`src/pwsh_pkg.sv`:
```
// ----------------------------------------------------------------------------
// pwsh_pkg: shared types and constants of the phased ramp waveshaper
// Fixed-point formats, polynomial coefficients, register indexes, the payloads
// of the log2, exp2 and sine stages and a truncating division helper.
// ----------------------------------------------------------------------------
package pwsh_pkg;

  // Phase fraction bits (Q0.16 phase) and pipeline depth.
  localparam int PHASE_FRAC_BITS = 16;
  localparam int LOG_CELLS       = 16;
  localparam int NUM_STAGES      = 37;

  // Configuration register indexes.
  localparam logic CFG_TILT_KNOB = 1'b0;
  localparam logic CFG_RES_KNOB  = 1'b1;

  // Reciprocal of 625 scaled by 2^32, rounded down.
  localparam logic [22:0] DIV_RECIP = 23'd6871947;

  // Horner coefficients of the 2^y polynomial, Q16.
  localparam logic [17:0] EXP_C_INIT = 18'd87;
  localparam logic [17:0] EXP_C [0:4] = '{18'd630, 18'd3638, 18'd15744, 18'd45426,
                                          18'd65536};

  // Horner coefficients of the odd sine polynomial in t^2, Q16.
  localparam logic signed [19:0] SIN_C_INIT = 20'sd11;
  localparam logic signed [19:0] SIN_C [0:3] = '{-20'sd307, 20'sd5223, -20'sd42334,
                                                 20'sd102944};

  // Payload of one log2 squaring cell.
  typedef struct packed {
    logic [16:0] m;
    logic [15:0] frac;
    logic [4:0]  n;
    logic [16:0] tilt_c;
    logic [16:0] r;
  } lg_t;

  // Payload of one exp2 polynomial stage.
  typedef struct packed {
    logic [17:0] acc;
    logic [16:0] y;
    logic [4:0]  ip;
    logic        fz;
    logic [16:0] r;
  } ex_t;

  // Payload of one sine polynomial stage.
  typedef struct packed {
    logic signed [19:0] acc;
    logic [16:0]        t2;
    logic [16:0]        t;
    logic               neg;
    logic [16:0]        r;
  } sn_t;

  // Signed division by 65536 that truncates toward zero.
  function automatic logic signed [23:0] tdiv16(input logic signed [39:0] p);
    logic [39:0] a;
    logic [23:0] q;
    a = p[39] ? 40'(-p) : 40'(p);
    q = a[39:16];
    return p[39] ? 24'(-q) : q;
  endfunction

endpackage

```
`src/pwsh_log_cell.sv`:
```
// ----------------------------------------------------------------------------
// pwsh_log_cell: one fraction bit of the log2 chain
// Squares the Q1.16 mantissa and shifts out one bit of the logarithm's
// fraction, passing the rest of the item on to the next cell.
// ----------------------------------------------------------------------------
module pwsh_log_cell (
  input  logic             clk,
  input  logic             adv,
  input  pwsh_pkg::lg_t    d,
  output pwsh_pkg::lg_t    q
);
  import pwsh_pkg::*;

  logic [33:0] sq_full;
  logic [17:0] sq;
  lg_t         q_next;

  // Square and renormalize to [1, 2).
  always_comb begin
    sq_full = 34'(d.m) * 34'(d.m);
    sq      = sq_full[33:16];
    q_next  = d;
    if (sq[17]) begin
      q_next.m    = sq[17:1];
      q_next.frac = {d.frac[14:0], 1'b1};
    end else begin
      q_next.m    = sq[16:0];
      q_next.frac = {d.frac[14:0], 1'b0};
    end
  end

  always_ff @(posedge clk) begin
    if (adv) begin
      q <= q_next;
    end
  end

endmodule

```
`config.mk`:
```
export PLATFORM = sky130hd
export DESIGN_NAME = pwsh_log_cell
export DESIGN_NICKNAME = d
export VERILOG_FILES = /design/src/pwsh_pkg.sv /design/src/pwsh_log_cell.sv
export SDC_FILE = /design/constraint.sdc
export NUM_CORES = 1
export LEC_CHECK = 0
export BUFFER_PORTS_ARGS = -buffer_cell sky130_fd_sc_hd__buf_2
export CORE_MARGIN = 2
export CORE_UTILIZATION = 45
export CTS_BUF_LIST = sky130_fd_sc_hd__clkbuf_8
export DETAILED_ROUTE_END_ITERATION = 8
export PLACE_DENSITY = 0.68
export SYNTH_ARGS = -nofsm -noshare
export SYNTH_HDL_FRONTEND = slang
export SYNTH_SLANG_ARGS = --single-unit
```
`constraint.sdc`:
```
create_clock -name clk -period 20.1 [get_ports clk]
set_input_delay 3.015 -clock clk [delete_from_list [all_inputs] [get_ports clk]]
set_output_delay 3.015 -clock clk [all_outputs]
set_load 0.02 [all_outputs]
```
Word-level counts from Yosys, hierarchy flattened
Cells that the tools add are included.
{"block": "op_classes", "multipliers": 1, "add_sub_neg": 0, "n_reduce_logical": 0, "div": 0, "n_bitwise": 0, "eq_ne": 0, "n_mux": 1, "n_lt_le_gt_ge": 0, "shifts": 0}
{"cell": "17-bit by 17-bit multiplier with 34-bit output", "n": 1}
{"cell": "32-bit 2-to-1 mux", "n": 1}
{"block": "totals", "mem_bits_rw": 0, "latch_bits": 0, "wordCells": 8, "rom_bits": 0, "output_inout_bits": 72, "input_bits": 74, "ff_bits": 72, "n_memories": 0}

Longest topological paths before layout
{"block": "logic_depth", "ltp_word": 2, "ltp_mapped": 26, "depth_no_buf": 24}

Worst setup path after synthesis
No wires, ideal clock.
{"block": "synth_timing", "path_kind": "input to register", "from": "input d[69] (netlist name)", "to": "register q[69] (netlist name) (data pin)", "path_slack_ns": 11.106, "setup_time_ns": 0.260, "cell_stages": 24, "t_required_ns": 19.840, "n_path_buf": 4, "arrival_ns": 8.733, "path_cell_list": "clkbuf_1 > clkbuf_1 > and2_1 > fa_1 > inv_1 > fa_1 > inv_1 > fa_1 > fa_1 > fa_1 > inv_1 > fa_1 > inv_1 > ha_1 > and2_1 > clkbuf_1 > nand2_1 > or4_1 > a311oi_1 > nor3_1 > xnor2_1 > buf_4 > inv_2 > mux2_4"}
{"element": "start: declaration", "line_no": "pwsh_log_cell.sv:9", "text": "input pwsh_pkg::lg_t d,"}
{"element": "end signal: assignment", "line_no": "pwsh_log_cell.sv:34", "text": "q <= q_next;"}
{"element": "end: declaration", "line_no": "pwsh_log_cell.sv:10", "text": "output pwsh_pkg::lg_t q"}

==> out/results.ini <==
[worst_hold_path]
hp-class = primary input to flop

[global_routing]
grt_pass1_wl_um = 38310
grt_max_degree = 73
overflow = 0
grt_pass1_vias = 8020
grt_use_total_pct = 19.94
antenna_found_initial = 0

[layout]
antennaDiodeCount = 0
final_nets = 1512
syn_to_final_growth_pct = 11.35
drive_gt1_share_pct = 15.72
regMostFlops = q
stdcell_count = 1430
top_regs = q x72
largest_reg_flops = 72

[synth]
synth_cell_type_count = 50
ys_seq_area_share_pct = 20.77
synth.avg_cell_area_um2 = 10.30
syn_inst = 1011
ys.flop_type = edfxtp_1
synth-edff-count = 72
synthesis.nets = 1383
synth_area_um2 = 10410
async_flop_share_pct = 0
yosysWarningCount = 0
synth_seq_cells = 72

[clocking]
numCtsBuffers = 9
clkSinkCount = 72
clk_pin_slew_ns = 0.08
cts_hold_buf = 0
cts_tree = yes
postCtsSetupBuffers = 0
root_buffer = clkbuf_8
htreeDepth = 3
cts_resized = 0
ctsLongestPathBuffers = 2

[floorplanning]
die-area_um2 = 24370
core-area_um2 = 22640
fp.dieH_um = 156.1
num_rows = 55
start_util_pct = 45.98
io_pins = 146
die_x_um = 156.1

[worst_setup_path]
slowest_delay_ns = 0.79
worstPathCellList = buf_2, inv_1, nor2_1, ha_1, xnor2_1, fa_1, inv_1, fa_1, fa_1, inv_1, fa_1, ha_1, ha_1, nand4_1, or3_1, or4_1, a311oi_1, nor3_1, xnor2_2, inv_2, mux2_4
worstSetupStartpoint = d[66]
cp_top_family = adder cells
crit_fanout = 20
crit_type = primary input to flop
cp-end-kind = flop
crit_path_top_delay_cell = xnor2_2
arrival_ns = 10.00
critical_path_depth = 21
required_ns = 20.19
cp-start-kind = primary input
critPathBufInv = 5
crit_end = q[69]
crit_top_cell = fa_1

[timing]
fin_crit_sh_pct = 49.26
final_hold_viol_count = 0
max_freq_ghz = 0.1010
tightest_slew_ns = 0.9564
drv_slew = 0
setup_tns_ns = 0
rsz0062_at_grt = no
fin_crit_ns = 9.901
slew_headroom_pct = 35.93
finalSetupViolCount = 0

[placed_design]
portBuffers = 144
gp_congestion = 0.8465
placedCellCount = 1414
dp_hpwl_um = 18320

[routing]
drc = 0
dr.first_iter.drc_count = 345
viasPerCell = 4.985
dr.pass1.iters = 4
wl_per_cell_um = 15.68
ant_nets = 0
vias = 7129
routed_wl_um = 22420

[run]
maxCapViolations = 0

[run_status]
status = finished, final reports clean

metrics by stage:
step	setup slack [ns]	area (um2)	hold WS [ns]	utilization (%)
after global placement	9.995	11400	3.192	50.33
after floorplan	11.11	10410	3.114	-
after global routing	9.796	11590	2.812	51.20
after detailed placement	9.904	11400	3.193	50.33
final	10.20	11590	2.840	51.20
after CTS	10.25	11590	2.821	51.20
area by class of cell:
type                       count  area [um2]
sequential                    72        2162
inverter                     277        1040
multi-input combinational    635        7109
fill                        2081       11050
clock buffer                   9       123.9
clock inverter                 7       71.32
tap                          285       356.6
timing repair buffer         145       728.2
cell usage after synthesis, types with 2 or more instances:
library cell	n	area share (%)
a211oi_1	4	0.29
a21o_1	10	0.72
a21oi_1	26	1.2
a31oi_1	4	0.24
a41oi_1	3	0.25
and2_1	54	3.2
clkbuf_1	24	0.87
edfxtp_1	72	21
fa_1	188	36
ha_1	110	13
inv_1	276	10
mux2_2	11	1.2
nand2_1	93	3.4
nand2b_1	2	0.12
nand3_1	9	0.43
nand4_1	5	0.30
nor2_1	23	0.83
nor2b_1	6	0.36
nor3_1	6	0.29
o21a_1	2	0.14
o21ai_0	17	0.82
o21bai_1	4	0.29
o31ai_1	2	0.14
or2_2	4	0.24
or3_1	2	0.12
or4_1	2	0.14
xnor2_1	22	1.9
xor2_1	8	0.67
how the worst min path moves through the flow:
| stage | to | depth (start not counted) | startpoint | slack, ns |
|---|---|---|---|---|
| 2_1_floorplan | q[0] | 0 | d[0] | 3.11 |
| 6_report | q[28] | 1 | d[28] | 2.84 |
| 4_1_cts | q[8] | 1 | d[8] | 2.82 |
| 3_5_place_dp | q[15] | 1 | d[15] | 3.19 |
| 3_3_place_gp | q[20] | 1 | d[20] | 3.19 |
| 5_1_grt | q[32] | 1 | d[32] | 2.81 |
cell usage in the layout, fill, tap and decap left out, types with 2 or more instances in the layout:
master,instances
edfxtp_1,72
mux2_2,11
a211oi_1,4
or4_1,2
clkinv_2,2
or2_2,4
a21o_1,10
o21ai_0,17
nand4_1,5
nor2_1,23
fa_1,188
xnor2_1,21
or3_1,2
xor2_1,8
buf_2,144
o31ai_1,2
clkbuf_8,9
nand2b_1,2
o21bai_1,4
a41oi_1,3
a21oi_1,26
nor2b_1,6
nand3_1,9
a31oi_1,4
clkinvlp_4,3
and2_1,54
nor3_1,6
o21a_1,2
inv_1,276
ha_1,110
nand2_1,93
cells by family (layout without fill, tap and decap cells):
logic type,count (synthesis),after routing,share of synthesized area (%)
AOI/OAI and AO/OA,83,83,5.072
buffers and inverters,304,438,11.01
adders and majority gates,298,298,49.38
xor gates and xnor gates,30,30,2.524
DFF,72,72,20.77
and+or+nand+nor,210,210,9.711
muxes,14,14,1.538
per-layer routing:
layer | share of wire, % | track usage (%) | routed length [um]
met1 | 40 | 24.62 | 9010
met2 | 55 | 37.46 | 12350
met3 | 2.9 | 2.306 | 643
met4 | 1.9 | 4.412 | 417
met5 | 0 | 0 | 0
Power is left out: the tool's default activity adds up to more than one toggle a clock period on the data nets, which glitch-free logic cannot reach.
