## config.mk

```make
export PLATFORM = sky130hd
export DESIGN_NAME = pwsh_div625
export DESIGN_NICKNAME = d
export VERILOG_FILES = /design/src/pwsh_pkg.sv /design/src/pwsh_div625.sv
export SDC_FILE = /design/constraint.sdc
export NUM_CORES = 1
export LEC_CHECK = 0
export BUFFER_PORTS_ARGS = -buffer_cell sky130_fd_sc_hd__buf_2
export CAP_MARGIN = 20
export CORE_MARGIN = 2
export CORE_UTILIZATION = 30
export CTS_BUF_LIST = sky130_fd_sc_hd__clkbuf_8
export CTS_CLUSTER_SIZE = 40
export DETAILED_ROUTE_END_ITERATION = 7
export GPL_ROUTABILITY_DRIVEN = 0
export GPL_TIMING_DRIVEN = 0
export SYNTH_ARGS = -nofsm -noshare
export SYNTH_HDL_FRONTEND = slang
export SYNTH_SLANG_ARGS = --single-unit
export TNS_END_PERCENT = 20
```

## constraint.sdc

```tcl
create_clock -name clk -period 6.7 [get_ports clk]
set_input_delay 0.335 -clock clk [delete_from_list [all_inputs] [get_ports clk]]
set_output_delay 0.335 -clock clk [all_outputs]
set_load 0.01 [all_outputs]
```

## src/pwsh_pkg.sv

```systemverilog
// ----------------------------------------------------------------------------
// pwsh_pkg: shared types and constants of the phased ramp waveshaper
// Fixed-point formats, polynomial coefficients, register indexes, the payloads
// of the log2, exp2 and sine stages and a truncating division helper.
// ----------------------------------------------------------------------------
package pwsh_pkg;

  // Phase fraction bits (Q0.16 phase) and pipeline depth.
  localparam int PHASE_FRAC_BITS = 16;
  localparam int LOG_CELLS       = 16;
  localparam int NUM_STAGES      = 37;

  // Configuration register indexes.
  localparam logic CFG_TILT_KNOB = 1'b0;
  localparam logic CFG_RES_KNOB  = 1'b1;

  // Reciprocal of 625 scaled by 2^32, rounded down.
  localparam logic [22:0] DIV_RECIP = 23'd6871947;

  // Horner coefficients of the 2^y polynomial, Q16.
  localparam logic [17:0] EXP_C_INIT = 18'd87;
  localparam logic [17:0] EXP_C [0:4] = '{18'd630, 18'd3638, 18'd15744, 18'd45426,
                                          18'd65536};

  // Horner coefficients of the odd sine polynomial in t^2, Q16.
  localparam logic signed [19:0] SIN_C_INIT = 20'sd11;
  localparam logic signed [19:0] SIN_C [0:3] = '{-20'sd307, 20'sd5223, -20'sd42334,
                                                 20'sd102944};

  // Payload of one log2 squaring cell.
  typedef struct packed {
    logic [16:0] m;
    logic [15:0] frac;
    logic [4:0]  n;
    logic [16:0] tilt_c;
    logic [16:0] r;
  } lg_t;

  // Payload of one exp2 polynomial stage.
  typedef struct packed {
    logic [17:0] acc;
    logic [16:0] y;
    logic [4:0]  ip;
    logic        fz;
    logic [16:0] r;
  } ex_t;

  // Payload of one sine polynomial stage.
  typedef struct packed {
    logic signed [19:0] acc;
    logic [16:0]        t2;
    logic [16:0]        t;
    logic               neg;
    logic [16:0]        r;
  } sn_t;

  // Signed division by 65536 that truncates toward zero.
  function automatic logic signed [23:0] tdiv16(input logic signed [39:0] p);
    logic [39:0] a;
    logic [23:0] q;
    a = p[39] ? 40'(-p) : 40'(p);
    q = a[39:16];
    return p[39] ? 24'(-q) : q;
  endfunction

endpackage

```

## src/pwsh_div625.sv

```systemverilog
// ----------------------------------------------------------------------------
// pwsh_div625: two-stage divider by the constant 625
// A reciprocal multiply gives an estimate that is low by at most one; the
// second stage corrects it with a single compare of the remainder.
// ----------------------------------------------------------------------------
module pwsh_div625 (
  input  logic        clk,
  input  logic        adv,
  input  logic [28:0] n,
  output logic [19:0] q
);
  import pwsh_pkg::*;

  logic [51:0] prod;
  logic [19:0] est;
  logic [28:0] n1;
  logic [29:0] rem;

  // Reciprocal estimate.
  assign prod = 52'(n) * 52'(DIV_RECIP);

  always_ff @(posedge clk) begin
    if (adv) begin
      est <= prod[51:32];
      n1  <= n;
    end
  end

  // Remainder correction.
  assign rem = 30'(n1) - 30'(est) * 30'd625;

  always_ff @(posedge clk) begin
    if (adv) begin
      q <= est + 20'(rem >= 30'd625);
    end
  end

endmodule

```

**Word level (Yosys, flattened, before mapping)**

Index checks and enable logic that the tools add are counted.

- Word-level logic and storage cells: 8
- Bits of input ports: 31
- Register bits: 69
- Output and inout bits: 20

- Multipliers: 2
- Order comparisons: 1
- Add/subtract/negate cells: 2

Operator list:

| cell | number |
|---|---|
| $mul 29x23->52 const B | 1 |
| $ge 30x10->1 const B | 1 |
| $mul 20x10->30 const B | 1 |
| $sub 29x30->30 | 1 |
| $add 20x1->20 | 1 |

**Depth between registers and ports, before layout**

Gate-level depths: netlist of the first run.

- Depth after elaboration: 4
- Mapped depth: 28
- Mapped depth without buffers: 27

**Worst setup path before layout of the first run**

OpenSTA, ideal clock, no wires.

- Kind: register to register
- From: register est[6]
- To: register q[18], data pin
- Slack: 0.215 ns
- Stages on the path, launching flop included: 27
- Clock period less this slack: 6.485 ns
- Setup time: 0.260 ns
- Arrival: 6.224 ns
- Cell sequence: edfxtp_1 fa_1 ha_1 inv_1 fa_1 inv_1 fa_1 fa_1 inv_1 ha_1 clkbuf_1 o211ai_1 o21ai_0 nand3_1 a211oi_1 nor2b_1 xnor2_1 a2111oi_0 nand4_1 or4_1 ha_1 ha_1 nand4_1 nor2_1 and3_1 nand3_1 xnor2_1

- Longest elaborated chain between the ends: 4

RTL lines:

| element | RTL line | text |
|---|---|---|
| start: declaration | pwsh_div625.sv:15 | `logic [19:0] est;` |
| start signal: assignment | pwsh_div625.sv:24 | `est <= prod[51:32];` |
| $mul 20x10->30 | pwsh_div625.sv:30 | `assign rem = 30'(n1) - 30'(est) * 30'd625;` |
| $sub 29x30->30 | pwsh_div625.sv:30 |  |
| $ge 30x10->1 | pwsh_div625.sv:34 | `q <= est + 20'(rem >= 30'd625);` |
| $add 20x1->20 (*) | pwsh_div625.sv:34 |  |
| end signal: assignment | pwsh_div625.sv:34 |  |
| end: declaration | pwsh_div625.sv:10 | `output logic [19:0] q` |

Every way passes the cells marked *; elsewhere a longest branch is shown, timed or not.
A chain may end at the register's enable or synchronous reset.

**Final worst setup path of the first run**

- From: register est[5]
- To: register q[18], data pin

The elaborated chain is that of the path after synthesis.

==> run metrics, run 1 <==
status=finished clean; clk sinks=between 60 and 70; Post-Synth Simple-Gate Area=0.04144; Final min period=between 6000 and 7000 ps; first-pass GRT wire length=about 70,000 um; Yosys warnings=0; area occupied by multi-input gates=14,600 um2; synthesized cell area=about 19,000 um2; FP Rows=between 90 and 100; H-Tree Level Count=3; grt total ovfl=0; Synth Area in Compound Gates=0.06605; Antenna Nets Post-Route=0; CP required=roughly 7000 ps; clk_lat worst skew=390 ps; worst reg2reg path depth=25; CP Launch Type=register; Setup-failing EPs final=0; Storage cell area=just over 2000 um2; share of cells above drive strength 1=0.1241; XOR/XNOR share of the synthesized area=0.02697; multiplexer share of the synthesized area=0.002839; Die Ht=between 200 and 300 um; Layout area overhead=13.82%; vias in the first global route=~14,000; Crit Path Max Fanout=7; Via-to-Cell Ratio=approximately 4.5; clock skew=between 10 and 15 ps; CTS tree=built; Worst Tran Pin Value=a little under 900 ps; post-synth top area share=0.3753; post-synth cell types=64; reg2reg start=est[5]; Port Buf Inserts=50; hold_sp=n[11]; asr flop ratio synth=0; Worst R2R End=q[18]; Die X-Extent=252.4 um; initial core utilization=0.3016; clk buf depth=2; Adder-Cell Fraction of Synth Area=0.6228; drt total wl=roughly 45,000 um; Post-Syn Nets=2,549; routed wire length per instance=16.42 um; Max Cap Violations=0; worst hold stages=1; total count of hold-check failures in the final report=0; worst rel slew slack=0.4228; area leader, netlist=fa_1; Die ar.=about 64,000 um2; hold endpoint=n1[11]; fill cell count=6,121; register area share after synthesis=0.1120; largest family of logic cells by synthesized area=adder cells; Seq cells post-synth=69; core footprint=slightly above 60,000 um2; largest net degree at the start of global routing=70; I/O pin cnt=51; number of synthesized flops with an enable pin=just under 70; worst path arrival time=6730 ps; initial drt markers=632; Clock Tree Root=clkbuf_8; TritonCTS Buffers=9; flop-to-flop setup slack=between 100 and 150 ps; Post-DP HPWL=between 30,000 and 40,000 um; crit path capture type=register; Worst Hold Slack=between 300 and 400 ps; path type of the worst setup path=reg2reg; drt pass-1 iters=4; top cells by area, synth=fa_1 38%, ha_1 25%, inv_1 13%; DRC Markers=0; via count=about 12,000; highest clock rate=~0.15 GHz; Mean Syn Cell Area=slightly above 10 um2; part of the cycle the worst path needs=0.9821; post-placement cell count=2,645; Post-synth top flop=edfxtp_1; Worst Hold Class=in2reg; clock-pin slew on the worst setup and hold paths=approximately 90 ps; Total GRT Usage=0.1444; initial antenna violation count=6; # nets final=2,681; Mapped Cells=about 1,800; Slew Viols, Final=0; Layout Cells excl Fill=approximately 2,700
stage by stage:
stage	instance area [um2]	utilization	setup slack [ps]	setup TNS (ps)
after CTS	20500	0.3341	3.215	0
after global placement	19750	0.3218	-731.9	-12560
after detailed placement	19750	0.3218	-852.8	-15740
final	21070	0.3432	119.8	0
after floorplan	18510	-	215.3	0
after global routing	21070	0.3432	-118.2	-813.6
layout by cell type (no fill, tap or decap), types with 10 or more instances in the layout:
cell,instances
nor3_1,10
xnor2_1,36
a21oi_1,32
buf_2,43
xor2_1,21
ha_4,16
ha_1,349
edfxtp_1,69
fa_1,345
nor2_1,24
inv_2,13
nand2_1,44
inv_1,610
nand3_1,16
buf_4,77
a21o_1,28
o21ai_0,29
worst max-delay path, cell delays in order, from the launching register on:
cell and delay [ps]:
edfxtp_1 450, buf_4 170, fa_1 470, ha_1 310
inv_1 60, fa_1 530, inv_1 50, fa_1 460
fa_1 540, inv_1 60, ha_4 270, o211ai_1 270
buf_4 160, o21ai_1 80, a31oi_2 220, mux2_4 340
a2111oi_4 260, nand4_1 120, or4_4 570, ha_4 210
ha_4 180, nand4_1 140, nor2_4 80, and3_4 190
nand3_2 80, xnor2_1 60
area by class of cell:
| class | count | area share |
|---|---|---|
| Tap cell | 790 | 0.04692 |
| Clock buffer | 9 | 0.005880 |
| Antenna cell | 1 | 0.0001188 |
| Clock inverter | 7 | 0.002970 |
| Multi-Input combinational cell | 1106 | 0.6930 |
| Sequential cell | 69 | 0.09836 |
| Buffer | 3 | 0.0009503 |
| Timing Repair Buffer | 125 | 0.04081 |
| Inverter | 623 | 0.1110 |
sequential cells by signal, indices dropped and copies added, names as in the netlist:
name and cells:
q 20, n1 29, est 20
cell usage after synthesis (3+ instances only):
cell / instances
nand2_1: 46
nor2_1: 27
and3_1: 11
buf_2: 3
nand3_1: 19
nor3_1: 13
o21ai_0: 33
ha_1: 366
nand4_1: 9
nor4_1: 4
o2111ai_1: 4
or4_1: 3
o21bai_1: 3
a21oi_1: 42
edfxtp_1: 69
nor2b_1: 4
a31o_2: 3
fa_1: 347
a211o_1: 4
o211ai_1: 3
nand2b_1: 4
a21o_1: 28
o21a_1: 5
a31oi_1: 8
and2_1: 3
or3_1: 3
a211oi_1: 10
xnor2_1: 36
mux2i_1: 3
xor2_1: 21
inv_1: 623
o22ai_1: 3
clkbuf_1: 4
cells by family (layout without fill, tap and decap cells):
kind of cell	Yosys count	after routing
AO/OA/AOI/OAI	177	177
XOR/XNOR	57	57
adder cells (fa/ha/maj)	713	713
buffers and inverters	630	767
flip-flops	69	69
multiplexers	5	5
other	0	1
AND/OR/NAND/NOR	154	154
layer usage:
| metal | vias to the layer above | routed length (um) | track usage |
|---|---|---|---|
| li1 | 5863 | - | - |
| met1 | 6236 | 18930 | 0.1736 |
| met2 | 222 | 22910 | 0.2613 |
| met3 | 101 | 1348 | 0.01874 |
| met4 | 10 | 1615 | 0.05545 |
| met5 | - | 69 | 0 |
how the worst max path moves through the flow:
stage / to / cells after the start / start / slack (ps)
finish: q[18] / 25 / est[5] / 120
global route: q[18] / 25 / est[5] / -120
CTS: q[18] / 27 / est[7] / 3
detailed placement: q[19] / 26 / est[8] / -850
global placement: q[19] / 26 / est[7] / -730
floorplan: q[18] / 26 / est[6] / 220
timing repair:
action	CTS	global route
setup endpoints to repair	26	23
setup buffers	45	30
resized for setup	52	77
pin swaps	22	62
hold buffers	0	0
endpoints found under the hold margin	0	0
gates cloned	0	0
Power of run 1 is left out: the tool's default activity adds up to more than one toggle a clock period on the data nets, which glitch-free logic cannot reach.
==> inputs of run 2 (changes only) <==
--- a/config.mk
+++ b/config.mk
@@ -5,10 +5,11 @@
 export SDC_FILE = /design/constraint.sdc
 export NUM_CORES = 1
 export LEC_CHECK = 0
+export ABC_AREA = 1
 export BUFFER_PORTS_ARGS = -buffer_cell sky130_fd_sc_hd__buf_2
 export CAP_MARGIN = 20
 export CORE_MARGIN = 2
-export CORE_UTILIZATION = 30
+export CORE_UTILIZATION = 45
 export CTS_BUF_LIST = sky130_fd_sc_hd__clkbuf_8
 export CTS_CLUSTER_SIZE = 40
 export DETAILED_ROUTE_END_ITERATION = 7
==> run 2 against run 1 <==
First-iteration DRC count rose by 41%. Final area rose by 4.9%. Critical endpoint unchanged. Area after synthesis rose by 11%. Synthesized cell count rose by 33%. Non-clock buffer count fell by 37. Via count rose by 22%. Largest cell class unchanged. Setup slack improved by 230 ps. Critical path type unchanged. Hold slack improved by 6.4 ps. Fmax rose by 3.5%.
==> run metrics, run 2 <==
Post-synth top flop=edfxtp_1; post-synth top area share=0.3378; Total GRT Usage=0.2290; initial core utilization=0.4541; Max Cap Violations=0; H-Tree Level Count=3; clk buf depth=2; most frequent cells in the layout=778 x inv_1, 360 x ha_1, 347 x fa_1; routed wire length per instance=approximately 17 um; largest net degree at the start of global routing=70; Die ar.=approximately 47,000 um2; number of synthesized flops with an enable pin=69; initial drt markers=around 900; Worst Tran Pin Value=between 900 and 1000 ps; via count=15,181; CTS tree=built; CP required=~6800 ps; worst rel slew slack=0.3896; Post-Syn Nets=between 3,000 and 4,000; # nets final=around 3,200; Port Buf Inserts=50; worst path arrival time=6480 ps; Finished Core Util=0.4881; FP Rows=a little under 80; Seq cells post-synth=around 70; highest clock rate=between 0.15 and 0.2 GHz; core footprint=~45,000 um2; status=finished clean; Via-to-Cell Ratio=~5; Yosys warnings=0; n_diodes=0; area post-placement=~22,000 um2; asr flop ratio synth=0; most frequent cell after synthesis=inv_1; drt total wl=52,060 um; post-synth cell types=31; grt total ovfl=0; top cells by area, synth=fa_1 34%, ha_1 22%, inv_1 14%; DRC Markers=0; Slew Viols, Final=0; path type of the worst setup path=reg2reg; crit path capture type=register; Final min period=between 6000 and 7000 ps; Mapped Cells=2,393; I/O pin cnt=just over 50; Clock Tree Root=clkbuf_8; commonest cells in the netlist=780 x inv_1, 366 x ha_1, 347 x fa_1; synthesized cell area=20,560 um2; clk_lat worst skew=370 ps; hold_buf cts=0; first-pass GRT wire length=~84,000 um; area leader, netlist=fa_1; register area share after synthesis=0.1008; largest register by flop count=n1; TritonCTS Buffers=9; vias in the first global route=around 16,000; Layout area overhead=7.490%; Layout Cell Area excl Fill=between 20,000 and 25,000 um2; drt pass-1 iters=5; Worst Hold Class=in2reg; Die Ht=roughly 220 um; total count of hold-check failures in the final report=0; Largest regs=n1 x29, est x20, q x20; Post-DP HPWL=~46,000 um; most common cell after layout, fill and taps aside=inv_1; share of cells above drive strength 1=0.07360; part of the cycle the worst path needs=0.9485; Setup-failing EPs final=0; Mean Syn Cell Area=8.594 um2; Crit Path Max Fanout=6; clock skew=18.71 ps; clk sinks=just under 70; initial antenna violation count=0; clock-pin slew on the worst setup and hold paths=about 90 ps; Die X-Extent=approximately 220 um; Antenna Nets Post-Route=0; max FFs per register=29; CP Launch Type=register
run 2: changes by cell type after synthesis, sizes merged, moves of 8 or more:
cell / previous run / this run
a211oi: 11 / 0
a21o: 28 / 9
a21oi: 43 / 85
and3: 11 / 2
inv: 623 / 793
nand2: 46 / 336
nand3: 19 / 58
nand4: 9 / 27
nor2: 27 / 147
o21ai: 35 / 48
xnor2: 36 / 20
xor2: 21 / 29
run 2: timing repair:
| item | 4_1_cts | 5_1_grt |
|---|---|---|
| gates resized for setup | 0 | 21 |
| setup endpoints to repair | 0 | 9 |
| setup buffers | 0 | 41 |
run 2: layout make-up:
type / count / area (um2)
inverters: 793 / 2977
flip-flops and latches: 69 / 2072
clock buffers: 9 / 123.9
repair buffers: 91 / 560.5
fillers: 4375 / 23180
clock inverters: 7 / 43.79
well taps: 600 / 750.7
multi-input cells: 1531 / 15580
run 2: kinds of logic after synthesis:
logic type                 after synthesis  synth area share
AOI/OAI and AO/OA                      171           0.04600
adders and majority gates              713            0.5605
xor gates and xnor gates                49           0.02087
DFF                                     69            0.1008
and+or+nand+nor                        598            0.1272
buffers and inverters                  793            0.1447
run 2: per-stage QoR:
stage / worst slack, ps / TNS, ps / hold WS [ps] / cells
floorplan: 1091 / 0 / 433.9 / 2393
global placement: 69.95 / 0 / 682.2 / 3043
detailed placement: 27.40 / 0 / 690.4 / 3043
CTS: 24.45 / 0 / 292.2 / 3059
global route: -10.88 / -10.88 / 305.4 / 3100
finish: 345.0 / 0 / 310.5 / 3100
run 2: critical path, stage by stage, from the launching register on:
cell and delay [ps]:
edfxtp_1 540, buf_4 200, fa_1 430, ha_1 290
inv_1 50, fa_1 530, inv_1 50, fa_1 510
fa_1 540, inv_1 40, ha_1 350, a21oi_1 210
o21bai_1 130, a21oi_1 250, nor2_1 70, nor2_1 140
nand3b_1 90, nand2_1 80, nor2_1 70, nand3_1 150
ha_2 220, ha_2 220, nand4_1 270, inv_2 150
nand4_1 170, nor2_2 160, nand2_1 70, xor2_1 140
run 2: worst paths after layout:
path	to	slack, ps	cells past startpoint	start
worst min-delay path	n1[2]	310	1	n[2]
worst max register to register	q[18]	350	27	est[14]
worst max-delay path	q[18]	350	27	est[14]
worst min register to register	q[19]	850	1	est[19]
run 2: per-layer routing:
layer / vias up / wire [um] / GRT usage / part of all wire
met1: 7348 / 23220 / 0.3111 / 0.45
met2: 376 / 24760 / 0.3856 / 0.48
li1: 7371 / - / - / -
met5: - / 0 / 0 / 0
met4: 0 / 1722 / 0.07642 / 0.033
met3: 86 / 2348 / 0.02064 / 0.045
Power of run 2 is left out for the same reason.
